### config.mk
export PLATFORM = sky130hd
export DESIGN_NAME = infix_expression_evaluator_flat
export DESIGN_NICKNAME = d
export VERILOG_FILES = /design/src/sv/iee_pkg.sv /design/src/sv/iee_in_if.sv /design/src/sv/iee_out_if.sv /design/src/sv/iee_front.sv /design/src/sv/iee_queue.sv /design/src/sv/iee_back.sv /design/src/sv/infix_expression_evaluator.sv /design/src/flat_wrapper.sv
export SDC_FILE = /design/constraint.sdc
export NUM_CORES = 2
export LEC_CHECK = 0
export ABC_AREA = 1
export BUFFER_PORTS_ARGS = -buffer_cell sky130_fd_sc_hd__buf_2
export CAP_MARGIN = 30
export CORE_MARGIN = 8
export CORE_UTILIZATION = 55
export DETAILED_ROUTE_END_ITERATION = 6
export PLACE_DENSITY = 0.71
export SLEW_MARGIN = 20
export SYNTH_ARGS = -nofsm -noshare
export SYNTH_HDL_FRONTEND = slang
export SYNTH_HIERARCHICAL = 1
export SYNTH_SLANG_ARGS = --single-unit
### constraint.sdc
create_clock -name i_clk -period 8.63 [get_ports i_clk]
set_clock_uncertainty 0.05 [all_clocks]
set_input_delay 2.1575 -clock i_clk [delete_from_list [all_inputs] [get_ports i_clk]]
set_output_delay 2.1575 -clock i_clk [all_outputs]
set_load 0.03 [all_outputs]
### src/sv/iee_pkg.sv
// ----------------------------------------------------------------------------
// iee_pkg
// shared types, constants and fixed-point helpers of the expression evaluator
// ----------------------------------------------------------------------------
package iee_pkg;

    localparam int FRACTION_BITS = 32;
    localparam int WEIGHT_DEPTH  = 16;
    localparam int MUL_STEPS     = 64;
    localparam int DIV_STEPS     = 128;

    localparam logic [63:0] Q_ONE    = 64'd1 << FRACTION_BITS;
    localparam logic [63:0] SIGN_MIN = 64'h8000_0000_0000_0000;
    localparam logic [63:0] POS_MAX  = 64'h7FFF_FFFF_FFFF_FFFF;

    // ascii codes
    localparam logic [7:0] CH_POINT = 8'h2E;
    localparam logic [7:0] CH_PLUS  = 8'h2B;
    localparam logic [7:0] CH_MINUS = 8'h2D;
    localparam logic [7:0] CH_STAR  = 8'h2A;
    localparam logic [7:0] CH_SLASH = 8'h2F;
    localparam logic [7:0] CH_ZERO  = 8'h30;

    // operator kind, low two bits of the pending operator
    localparam logic [1:0] OP_START = 2'd1;
    localparam logic [1:0] OP_MUL   = 2'd2;
    localparam logic [1:0] OP_DIV   = 2'd3;

    typedef enum logic [1:0] {
        CLS_DIGIT,
        CLS_POINT,
        CLS_ADDSUB,
        CLS_MULDIV
    } t_cls;

    typedef struct packed {
        t_cls              cls;
        logic              alt;     // minus for add/sub, divide for mul/div
        logic signed [8:0] digit;
        logic              last;
    } t_cmd;

    typedef logic [63:0] t_wtab [WEIGHT_DEPTH];

    // fraction weight for the k-th fraction digit
    function automatic t_wtab f_weights();
        t_wtab       tab;
        logic [63:0] w;
        w = (Q_ONE + 64'd5) / 64'd10;
        for (int k = 0; k < WEIGHT_DEPTH; k++) begin
            tab[k] = w;
            w = (w + 64'd5) / 64'd10;
        end
        return tab;
    endfunction

    localparam t_wtab WEIGHTS = f_weights();

    function automatic logic [63:0] f_mag(input logic [63:0] x);
        return x[63] ? (~x + 64'd1) : x;
    endfunction

    function automatic logic [63:0] f_signed_sat(input logic neg, input logic hi_nz,
                                                 input logic [63:0] lo);
        logic [63:0] r;
        if (neg) begin
            r = (hi_nz || lo > SIGN_MIN) ? SIGN_MIN : (~lo + 64'd1);
        end else begin
            r = (hi_nz || lo[63]) ? POS_MAX : lo;
        end
        return r;
    endfunction

    function automatic logic [63:0] f_sat_addsub(input logic [63:0] a, input logic [63:0] b,
                                                 input logic sub);
        logic [63:0] r;
        logic        ovf;
        r   = sub ? (a - b) : (a + b);
        ovf = sub ? ((a[63] ^ b[63]) && (r[63] ^ a[63]))
                  : (!(a[63] ^ b[63]) && (r[63] ^ a[63]));
        return ovf ? (a[63] ? SIGN_MIN : POS_MAX) : r;
    endfunction

    // x * 10 with saturation
    function automatic logic [63:0] f_mul10(input logic [63:0] x);
        logic [63:0] m;
        logic [67:0] p;
        m = f_mag(x);
        p = ({4'd0, m} << 3) + ({4'd0, m} << 1);
        return f_signed_sat(x[63], |p[67:64], p[63:0]);
    endfunction

endpackage

### src/sv/iee_in_if.sv
// ----------------------------------------------------------------------------
// iee_in_if
// character channel of the expression evaluator
// ----------------------------------------------------------------------------
interface iee_in_if;
    logic       valid;
    logic       ready;
    logic [7:0] char_code;
    logic       last_char;

    modport source (output valid, output char_code, output last_char, input ready);
    modport sink   (input valid, input char_code, input last_char, output ready);
endinterface

### src/sv/iee_out_if.sv
// ----------------------------------------------------------------------------
// iee_out_if
// result channel of the expression evaluator
// ----------------------------------------------------------------------------
interface iee_out_if;
    logic               valid;
    logic               ready;
    logic signed [63:0] value;
    logic               divide_by_zero;

    modport source (output valid, output value, output divide_by_zero, input ready);
    modport sink   (input valid, input value, input divide_by_zero, output ready);
endinterface

### src/sv/iee_front.sv
// ----------------------------------------------------------------------------
// iee_front
// classifies incoming characters into commands for the queue
// ----------------------------------------------------------------------------
module iee_front (
    iee_in_if.sink           i_in,
    input  logic             i_q_ready,
    output logic             o_q_valid,
    output iee_pkg::t_cmd    o_q_cmd
);
    import iee_pkg::*;

    t_cmd w_cmd;

    always_comb begin
        w_cmd.digit = 9'($signed({1'b0, i_in.char_code}) - $signed({1'b0, CH_ZERO}));
        w_cmd.last  = i_in.last_char;
        w_cmd.alt   = 1'b0;
        unique case (i_in.char_code)
            CH_POINT: w_cmd.cls = CLS_POINT;
            CH_PLUS:  w_cmd.cls = CLS_ADDSUB;
            CH_MINUS: begin
                w_cmd.cls = CLS_ADDSUB;
                w_cmd.alt = 1'b1;
            end
            CH_STAR:  w_cmd.cls = CLS_MULDIV;
            CH_SLASH: begin
                w_cmd.cls = CLS_MULDIV;
                w_cmd.alt = 1'b1;
            end
            default:  w_cmd.cls = CLS_DIGIT;
        endcase
    end

    assign i_in.ready = i_q_ready;
    assign o_q_valid  = i_in.valid;
    assign o_q_cmd    = w_cmd;
endmodule

### src/sv/iee_queue.sv
// ----------------------------------------------------------------------------
// iee_queue
// four-entry command queue between front and back
// ----------------------------------------------------------------------------
module iee_queue (
    input  logic          i_clk,
    input  logic          i_rst_n,
    input  logic          i_push,
    input  iee_pkg::t_cmd i_cmd,
    output logic          o_ready,
    input  logic          i_pop,
    output logic          o_valid,
    output iee_pkg::t_cmd o_cmd
);
    import iee_pkg::*;

    t_cmd       r_mem [4];
    logic [1:0] r_wr;
    logic [1:0] r_rd;
    logic [2:0] r_cnt;

    logic do_push;
    logic do_pop;

    assign o_ready = (r_cnt != 3'd4);
    assign o_valid = (r_cnt != 3'd0);
    assign o_cmd   = r_mem[r_rd];
    assign do_push = i_push && o_ready;
    assign do_pop  = i_pop && o_valid;

    always_ff @(posedge i_clk) begin
        if (do_push) begin
            r_mem[r_wr] <= i_cmd;
        end
        if (!i_rst_n) begin
            r_wr  <= 2'd0;
            r_rd  <= 2'd0;
            r_cnt <= 3'd0;
        end else begin
            if (do_push) begin
                r_wr <= r_wr + 2'd1;
            end
            if (do_pop) begin
                r_rd <= r_rd + 2'd1;
            end
            r_cnt <= r_cnt + 3'(do_push) - 3'(do_pop);
        end
    end
endmodule

### src/sv/iee_back.sv
// ----------------------------------------------------------------------------
// iee_back
// executes commands: number building, iterative multiply and divide, sums
// ----------------------------------------------------------------------------
module iee_back (
    input  logic          i_clk,
    input  logic          i_rst_n,
    input  logic          i_q_valid,
    input  iee_pkg::t_cmd i_q_cmd,
    output logic          o_q_pop,
    iee_out_if.source     o_out
);
    import iee_pkg::*;

    typedef enum logic [3:0] {
        S_IDLE, S_MUL10, S_ADD, S_FACTOR, S_MUL, S_DIV, S_SAT, S_POST, S_TERM, S_OUT
    } t_state;

    t_state       r_state,   n_state;
    logic [63:0]  r_sum,     n_sum;
    logic [63:0]  r_prod,    n_prod;
    logic [63:0]  r_cur,     n_cur;
    logic [2:0]   r_op,      n_op;
    logic         r_frac,    n_frac;
    logic [3:0]   r_widx,    n_widx;
    logic         r_zds,     n_zds;
    t_cmd         r_cmd,     n_cmd;
    logic         r_closing, n_closing;
    logic [63:0]  r_addend,  n_addend;
    logic [127:0] r_acc,     n_acc;
    logic [63:0]  r_opa,     n_opa;
    logic [63:0]  r_mb,      n_mb;
    logic [63:0]  r_rem,     n_rem;
    logic         r_neg,     n_neg;
    logic         r_isdiv,   n_isdiv;
    logic [6:0]   r_cnt,     n_cnt;
    logic [63:0]  r_value,   n_value;
    logic         r_dz,      n_dz;
    logic         r_ovalid,  n_ovalid;

    logic [64:0]  w_msum;
    logic [64:0]  w_t;
    logic         w_ge;
    logic [72:0]  w_fprod;
    logic [63:0]  w_newsum;
    logic         w_hi_nz;
    logic [63:0]  w_lo;

    always_comb begin
        w_msum   = {1'b0, r_acc[127:64]} + (r_mb[0] ? {1'b0, r_opa} : 65'd0);
        w_t      = {r_rem, r_acc[127]};
        w_ge     = (w_t >= {1'b0, r_mb});
        w_fprod  = 73'($signed(i_q_cmd.digit) * $signed({1'b0, WEIGHTS[r_widx]}));
        w_newsum = f_sat_addsub(r_sum, r_prod, r_op[2]);
        if (r_isdiv) begin
            w_hi_nz = |r_acc[127:64];
            w_lo    = r_acc[63:0];
        end else begin
            w_hi_nz = |r_acc[127:64+FRACTION_BITS];
            w_lo    = r_acc[63+FRACTION_BITS:FRACTION_BITS];
        end
    end

    always_comb begin
        n_state = r_state;  n_sum = r_sum;     n_prod = r_prod;   n_cur = r_cur;
        n_op = r_op;        n_frac = r_frac;   n_widx = r_widx;   n_zds = r_zds;
        n_cmd = r_cmd;      n_closing = r_closing;                n_addend = r_addend;
        n_acc = r_acc;      n_opa = r_opa;     n_mb = r_mb;       n_rem = r_rem;
        n_neg = r_neg;      n_isdiv = r_isdiv; n_cnt = r_cnt;     n_value = r_value;
        n_dz = r_dz;        n_ovalid = r_ovalid;
        o_q_pop = 1'b0;
        unique case (r_state)
            S_IDLE: begin
                if (i_q_valid) begin
                    o_q_pop = 1'b1;
                    n_cmd   = i_q_cmd;
                    case (i_q_cmd.cls)
                        CLS_POINT: begin
                            n_frac = 1'b1;
                            n_widx = 4'd0;
                            if (i_q_cmd.last) begin
                                n_closing = 1'b1;
                                n_state   = S_FACTOR;
                            end
                        end
                        CLS_DIGIT: begin
                            if (r_frac) begin
                                n_addend = w_fprod[63:0];
                                n_widx   = (r_widx == 4'(WEIGHT_DEPTH - 1)) ? r_widx
                                                                           : r_widx + 4'd1;
                                n_state  = S_ADD;
                            end else begin
                                n_addend = 64'($signed(i_q_cmd.digit)) <<< FRACTION_BITS;
                                n_state  = S_MUL10;
                            end
                        end
                        default: n_state = S_FACTOR;
                    endcase
                end
            end
            S_MUL10: begin
                n_cur   = f_mul10(r_cur);
                n_state = S_ADD;
            end
            S_ADD: begin
                n_cur = f_sat_addsub(r_cur, r_addend, 1'b0);
                if (r_cmd.last) begin
                    n_closing = 1'b1;
                    n_state   = S_FACTOR;
                end else begin
                    n_state = S_IDLE;
                end
            end
            S_FACTOR: begin
                n_neg = r_prod[63] ^ r_cur[63];
                n_mb  = f_mag(r_cur);
                n_cnt = 7'd0;
                if (r_op[1:0] == OP_DIV) begin
                    if (r_cur == 64'd0) begin
                        n_zds   = 1'b1;
                        n_state = S_POST;
                    end else begin
                        n_isdiv = 1'b1;
                        n_acc   = {64'd0, f_mag(r_prod)} << FRACTION_BITS;
                        n_rem   = 64'd0;
                        n_state = S_DIV;
                    end
                end else begin
                    n_isdiv = 1'b0;
                    n_acc   = 128'd0;
                    n_opa   = f_mag(r_prod);
                    n_state = S_MUL;
                end
            end
            S_MUL: begin
                n_acc = {w_msum, r_acc[63:1]};
                n_mb  = r_mb >> 1;
                n_cnt = r_cnt + 7'd1;
                if (r_cnt == 7'(MUL_STEPS - 1)) begin
                    n_state = S_SAT;
                end
            end
            S_DIV: begin
                n_rem = w_ge ? 64'(w_t - {1'b0, r_mb}) : w_t[63:0];
                n_acc = {r_acc[126:0], w_ge};
                n_cnt = r_cnt + 7'd1;
                if (r_cnt == 7'(DIV_STEPS - 1)) begin
                    n_state = S_SAT;
                end
            end
            S_SAT: begin
                n_prod  = f_signed_sat(r_neg, w_hi_nz, w_lo);
                n_state = S_POST;
            end
            S_POST: begin
                if (r_closing || r_cmd.cls == CLS_ADDSUB) begin
                    n_state = S_TERM;
                end else begin
                    n_op   = {r_op[2], r_cmd.alt ? OP_DIV : OP_MUL};
                    n_cur  = 64'd0;
                    n_frac = 1'b0;
                    if (r_cmd.last) begin
                        n_closing = 1'b1;
                        n_state   = S_FACTOR;
                    end else begin
                        n_state = S_IDLE;
                    end
                end
            end
            S_TERM: begin
                n_sum = w_newsum;
                if (r_closing) begin
                    n_value  = r_zds ? 64'd0 : w_newsum;
                    n_dz     = r_zds;
                    n_ovalid = 1'b1;
                    n_state  = S_OUT;
                end else begin
                    n_op   = {r_cmd.alt, OP_START};
                    n_cur  = 64'd0;
                    n_prod = Q_ONE;
                    n_frac = 1'b0;
                    if (r_cmd.last) begin
                        n_closing = 1'b1;
                        n_state   = S_FACTOR;
                    end else begin
                        n_state = S_IDLE;
                    end
                end
            end
            S_OUT: begin
                if (o_out.ready) begin
                    n_ovalid  = 1'b0;
                    n_sum     = 64'd0;
                    n_prod    = Q_ONE;
                    n_cur     = 64'd0;
                    n_op      = {1'b0, OP_START};
                    n_frac    = 1'b0;
                    n_widx    = 4'd0;
                    n_zds     = 1'b0;
                    n_closing = 1'b0;
                    n_state   = S_IDLE;
                end
            end
            default: n_state = S_IDLE;
        endcase
    end

    always_ff @(posedge i_clk) begin
        r_cmd    <= n_cmd;
        r_addend <= n_addend;
        r_acc    <= n_acc;
        r_opa    <= n_opa;
        r_mb     <= n_mb;
        r_rem    <= n_rem;
        r_neg    <= n_neg;
        r_isdiv  <= n_isdiv;
        r_cnt    <= n_cnt;
        r_value  <= n_value;
        r_dz     <= n_dz;
        if (!i_rst_n) begin
            r_state   <= S_IDLE;
            r_sum     <= 64'd0;
            r_prod    <= Q_ONE;
            r_cur     <= 64'd0;
            r_op      <= {1'b0, OP_START};
            r_frac    <= 1'b0;
            r_widx    <= 4'd0;
            r_zds     <= 1'b0;
            r_closing <= 1'b0;
            r_ovalid  <= 1'b0;
        end else begin
            r_state   <= n_state;
            r_sum     <= n_sum;
            r_prod    <= n_prod;
            r_cur     <= n_cur;
            r_op      <= n_op;
            r_frac    <= n_frac;
            r_widx    <= n_widx;
            r_zds     <= n_zds;
            r_closing <= n_closing;
            r_ovalid  <= n_ovalid;
        end
    end

    assign o_out.valid          = r_ovalid;
    assign o_out.value          = r_value;
    assign o_out.divide_by_zero = r_dz;
endmodule

### src/sv/infix_expression_evaluator.sv
// ----------------------------------------------------------------------------
// infix_expression_evaluator
// character-serial evaluator of + - * / expressions in signed Q31.32
// ----------------------------------------------------------------------------
//  channel   dir   transaction
//  i_in      in    one character (char_code) with its last_char mark
//  o_out     out   value and divide_by_zero, once per expression
//
//  a digit runs through S_MUL10 and S_ADD in the back end, a fraction digit
//  through S_ADD only; a point is taken in S_IDLE; an operator closes the
//  open factor: S_FACTOR, the radix-2 multiplier or the restoring divider,
//  S_SAT and S_POST, plus S_TERM for the sum when the operator is + or -
//  the last character adds one more factor and sum close; the result then
//  waits in the output register while the four-entry queue takes characters
//  until full; synchronous active-low reset returns to an empty expression
// ----------------------------------------------------------------------------
module infix_expression_evaluator (
    input  logic      i_clk,
    input  logic      i_rst_n,
    iee_in_if.sink    i_in,
    iee_out_if.source o_out
);
    import iee_pkg::*;

    // front to queue
    logic w_f_valid;
    logic w_f_ready;
    t_cmd w_f_cmd;

    // queue to back
    logic w_q_valid;
    logic w_q_pop;
    t_cmd w_q_cmd;

    // character classification
    iee_front u_front (
        .i_in      (i_in),
        .i_q_ready (w_f_ready),
        .o_q_valid (w_f_valid),
        .o_q_cmd   (w_f_cmd)
    );

    // decoupling queue
    iee_queue u_queue (
        .i_clk   (i_clk),
        .i_rst_n (i_rst_n),
        .i_push  (w_f_valid),
        .i_cmd   (w_f_cmd),
        .o_ready (w_f_ready),
        .i_pop   (w_q_pop),
        .o_valid (w_q_valid),
        .o_cmd   (w_q_cmd)
    );

    // execution: number building, multiply/divide, running sum, result
    iee_back u_back (
        .i_clk     (i_clk),
        .i_rst_n   (i_rst_n),
        .i_q_valid (w_q_valid),
        .i_q_cmd   (w_q_cmd),
        .o_q_pop   (w_q_pop),
        .o_out     (o_out)
    );
endmodule

### src/flat_wrapper.sv
// flat-port wrapper written by rule: the top's interface ports become plain ports
module infix_expression_evaluator_flat import iee_pkg::*;
  (i_clk, i_rst_n, i_in_valid, i_in_char_code, i_in_last_char, i_in_ready, o_out_valid, o_out_value, o_out_divide_by_zero, o_out_ready);
  iee_in_if i_in_i ();
  iee_out_if o_out_i ();
  input  logic i_clk;
  input  logic i_rst_n;
  input wire logic [$bits(i_in_i.valid)-1:0] i_in_valid;
  input wire logic [$bits(i_in_i.char_code)-1:0] i_in_char_code;
  input wire logic [$bits(i_in_i.last_char)-1:0] i_in_last_char;
  output wire logic [$bits(i_in_i.ready)-1:0] i_in_ready;
  output wire logic [$bits(o_out_i.valid)-1:0] o_out_valid;
  output wire logic [$bits(o_out_i.value)-1:0] o_out_value;
  output wire logic [$bits(o_out_i.divide_by_zero)-1:0] o_out_divide_by_zero;
  input wire logic [$bits(o_out_i.ready)-1:0] o_out_ready;
  assign i_in_i.valid = i_in_valid;
  assign i_in_i.char_code = i_in_char_code;
  assign i_in_i.last_char = i_in_last_char;
  assign i_in_ready = i_in_i.ready;
  assign o_out_valid = o_out_i.valid;
  assign o_out_value = o_out_i.value;
  assign o_out_divide_by_zero = o_out_i.divide_by_zero;
  assign o_out_i.ready = o_out_ready;
  infix_expression_evaluator u_core (.i_clk(i_clk), .i_rst_n(i_rst_n), .i_in(i_in_i), .o_out(o_out_i));
endmodule
==> out/results.ini <==
[sta]
period_share_pct = 92.6
max_clock_freq_ghz = 0.125
rsz0062_at_grt = false
worst_pin_slew_ps = 1100
post-route-min-period_ps = 7990
fin_tns_setup_ps = 0
hold_violations = 0
relSlewSlack_pct = 25.7
setup-violations-final = 0
holdWs_ps = 420
slew_viol_final = 0

[clocking]
clockBufferDepth = 3
root_buffer = clkbuf_16
ctsHoldBuffers = 0
cts.sinks = 730
worstSkewPairLatency_ps = 710
htree_num_levels = 3
cts_buffers = 85
clk_pin_slew_worst_paths_ps = 60
cts_tree = built

[yosys]
avgSynthCellArea_um2 = 7.14
ys.flop_type = edfxtp_1
synthCells = 9447
netlist_top_cells_area = edfxtp_1 (23%), nand2_1 (11%), ha_1 (8.4%)
yosysTopAreaCell = edfxtp_1
async_flop_share_pct = 0
synth-seq-area-share_pct = 29.3
ys_ff_latch = 730
synth_warnings = 6
synth_edf_count = 514
ys_types = 77
synth_top_area_share_pct = 22.9
syn_area_um2 = 67400

[critical_path]
r2r_slack_ps = 640
crit_required_ps = 8980
arrival_ps = 8340
crit_end = u_core/u_back/r_addend[44]
startpoint = u_core/u_back/r_widx[1]
cpMostUsedCell = nand2_1
cp_max_fo = 12
critical_path.reg2reg.startpoint = u_core/u_back/r_widx[1]
reg2regPathDepth = 33
cp-end-kind = register
r2r_end = u_core/u_back/r_addend[44]
cpPeakStageDelay_ps = 580
crit_type = reg -> reg
slowest_stage = fa_1
critPathLaunchType = register

[final_layout]
fin_cells = 11093
drive_above_1_share_pct = 5.82
n_antenna_cell = 0
syn2layout_area_growth_pct = 7.12
fill_cells = 11570
multi_input_area_um2 = 41400
fin_nets = 10042
area.sequential_um2 = 19800

[global_route]
grt-ovfl-total = 0
grt_pass1_vias = 60698
track_usage_pct = 32.1
grt_pass1_wl_mm = 348
grt_max_degree = 109
antenna_found_initial = 1

[die]
io_pins = 80
die_h_um = 366
die_w_um = 366
coreArea_um2 = 122000
initial_core_util_pct = 55.4
dieArea_um2 = 134000
num_rows = 128

[detailed_routing]
via_per_inst = 5.90
totalWireLength_mm = 227
drt_drc_violations_left = 1
drt_pre_antenna_iters = 7
wl_per_cell_um = 20.4
drt_iter0_drc = 7760
ant_nets = 0
vias = 65416

[status]
violations = DRC
status = complete, but fails checks

[hold_path]
hold_path_class = reg -> reg

[flow_run]
cap_violations = 0

[placed_design]
dp_hpwl_mm = 178
dp.cells = 10923
port_buffers = 79
gp_congestion = 1.02

==> area by class of cell <==
cell class | count | area share [%]
Clock buffer | 103 | 3.09
Timing Repair Buffer | 174 | 1.65
Clock inverter | 55 | 0.819
Tap cell | 1625 | 2.81
Inverter | 1330 | 6.94
Sequential cell | 730 | 27.4
Multi-Input combinational cell | 7076 | 57.3
==> registers in the layout (all words and copies together), names as in the netlist, 52 cells and up, named ones only <==
| register | count |
|---|---|
| u_core/u_queue/r_mem | 52 |
| u_core/u_back/r_rem | 64 |
| u_core/u_back/r_cur | 64 |
| u_core/u_back/o_out.value | 64 |
| u_core/u_back/r_prod | 64 |
| u_core/u_back/r_mb | 64 |
| u_core/u_back/r_opa | 64 |
| u_core/u_back/r_addend | 64 |
| u_core/u_back/r_sum | 64 |
| u_core/u_back/r_acc | 128 |
==> stage by stage <==
stage | instance area [um2] | worst slack [ps] | util (%)
detailed placement | 69200 | 494 | 56.9
global route | 72200 | 88.4 | 59.4
CTS | 72100 | 442 | 59.2
global placement | 69200 | 636 | 56.9
finish | 72200 | 640 | 59.4
floorplan | 67400 | 1220 | -
==> synthesized netlist by cell type, types with 30 or more instances <==
cell type,count
o21ai_0,819
nor2_2,31
a31oi_1,101
o221ai_1,37
nand2_1,1969
nand4_1,84
o22ai_1,51
nand3_1,329
clkbuf_1,213
o21ai_1,70
nand2_2,44
buf_2,35
ha_1,453
a21oi_2,30
inv_1,1290
o211ai_1,39
nor2_1,1014
a21boi_0,32
o21a_1,58
a21oi_1,891
buf_1,37
xor2_1,258
fa_1,179
xnor2_1,153
edfxtp_1,514
nor4_1,56
nor3_1,123
dfxtp_1,216
a22oi_1,33
==> cells in the final DEF, fill, tap and decap left out, types with 23 or more instances in the layout <==
cell and count:
nand2_1 1965, inv_1 1286, nor2_1 1008, a21oi_1 891
o21ai_0 819, edfxtp_1 514, ha_1 453, nand3_1 329
xor2_1 258, dfxtp_1 211, fa_1 179, xnor2_1 153
nor3_1 122, a31oi_1 101, clkbuf_16 85, nand4_1 84
buf_2 82, buf_4 82, o21ai_1 69, o21a_1 58
nor4_1 56, o22ai_1 50, nand2_2 46, o211ai_1 39
o221ai_1 37, a22oi_1 33, a21boi_0 32, nor2_2 32
a21oi_2 30, inv_2 28, nor2_4 23
==> kinds of logic (layout without fill, tap and decap cells) <==
logic type,after synthesis,in the layout,share of synthesized area [%]
AOI/OAI and AO/OA,2285,2285,18.8
xor gates and xnor gates,411,411,5.34
adders and majority gates,632,632,13.7
buffers and inverters,1642,1662,9.45
DFF,730,730,29.3
other,2,3,0.0111
and+or+nand+nor,3745,3745,23.4
==> worst max-delay path, delay by kind of cell, from the launching register on <==
| family | cells | cell delay, ps |
|---|---|---|
| AO/OA/AOI/OAI | 8 | 2070 |
| adder cells (fa/ha/maj) | 7 | 3140 |
| buffers and inverters | 5 | 520 |
| flip-flops | 1 | 390 |
| AND/OR/NAND/NOR | 13 | 1530 |
==> what timing repair did <==
action	CTS	global route
buffers inserted	0	3
resized for setup	0	4
endpoints found under the setup margin	0	8
==> how the worst min path moves through the flow <==
stage                                                    end                     from  cells past startpoint
after floorplan           u_core/u_back/o_out.divide_by_zero      u_core/u_back/r_zds                      0
after global placement                u_core/u_back/r_sum[0]   u_core/u_back/r_sum[0]                      2
after detailed placement             u_core/u_back/r_sum[61]  u_core/u_back/r_sum[61]                      2
after CTS                            u_core/u_back/r_sum[61]  u_core/u_back/r_sum[61]                      2
after global routing                 u_core/u_back/r_sum[26]  u_core/u_back/r_sum[26]                      2
final                                 u_core/u_back/r_sum[2]   u_core/u_back/r_sum[2]                      2
==> routing by layer <==
metal / track usage (%) / routed length, um / vias up
met2: 48.0 / 95200 / 3011
met5: 0 / 0 / -
met1: 47.4 / 102000 / 30603
met4: 11.8 / 8890 / 0
li1: - / - / 31397
met3: 4.20 / 20700 / 405
Power is not shown: default switching activity piles up to over one toggle a cycle in this logic, so the estimate is an artifact.
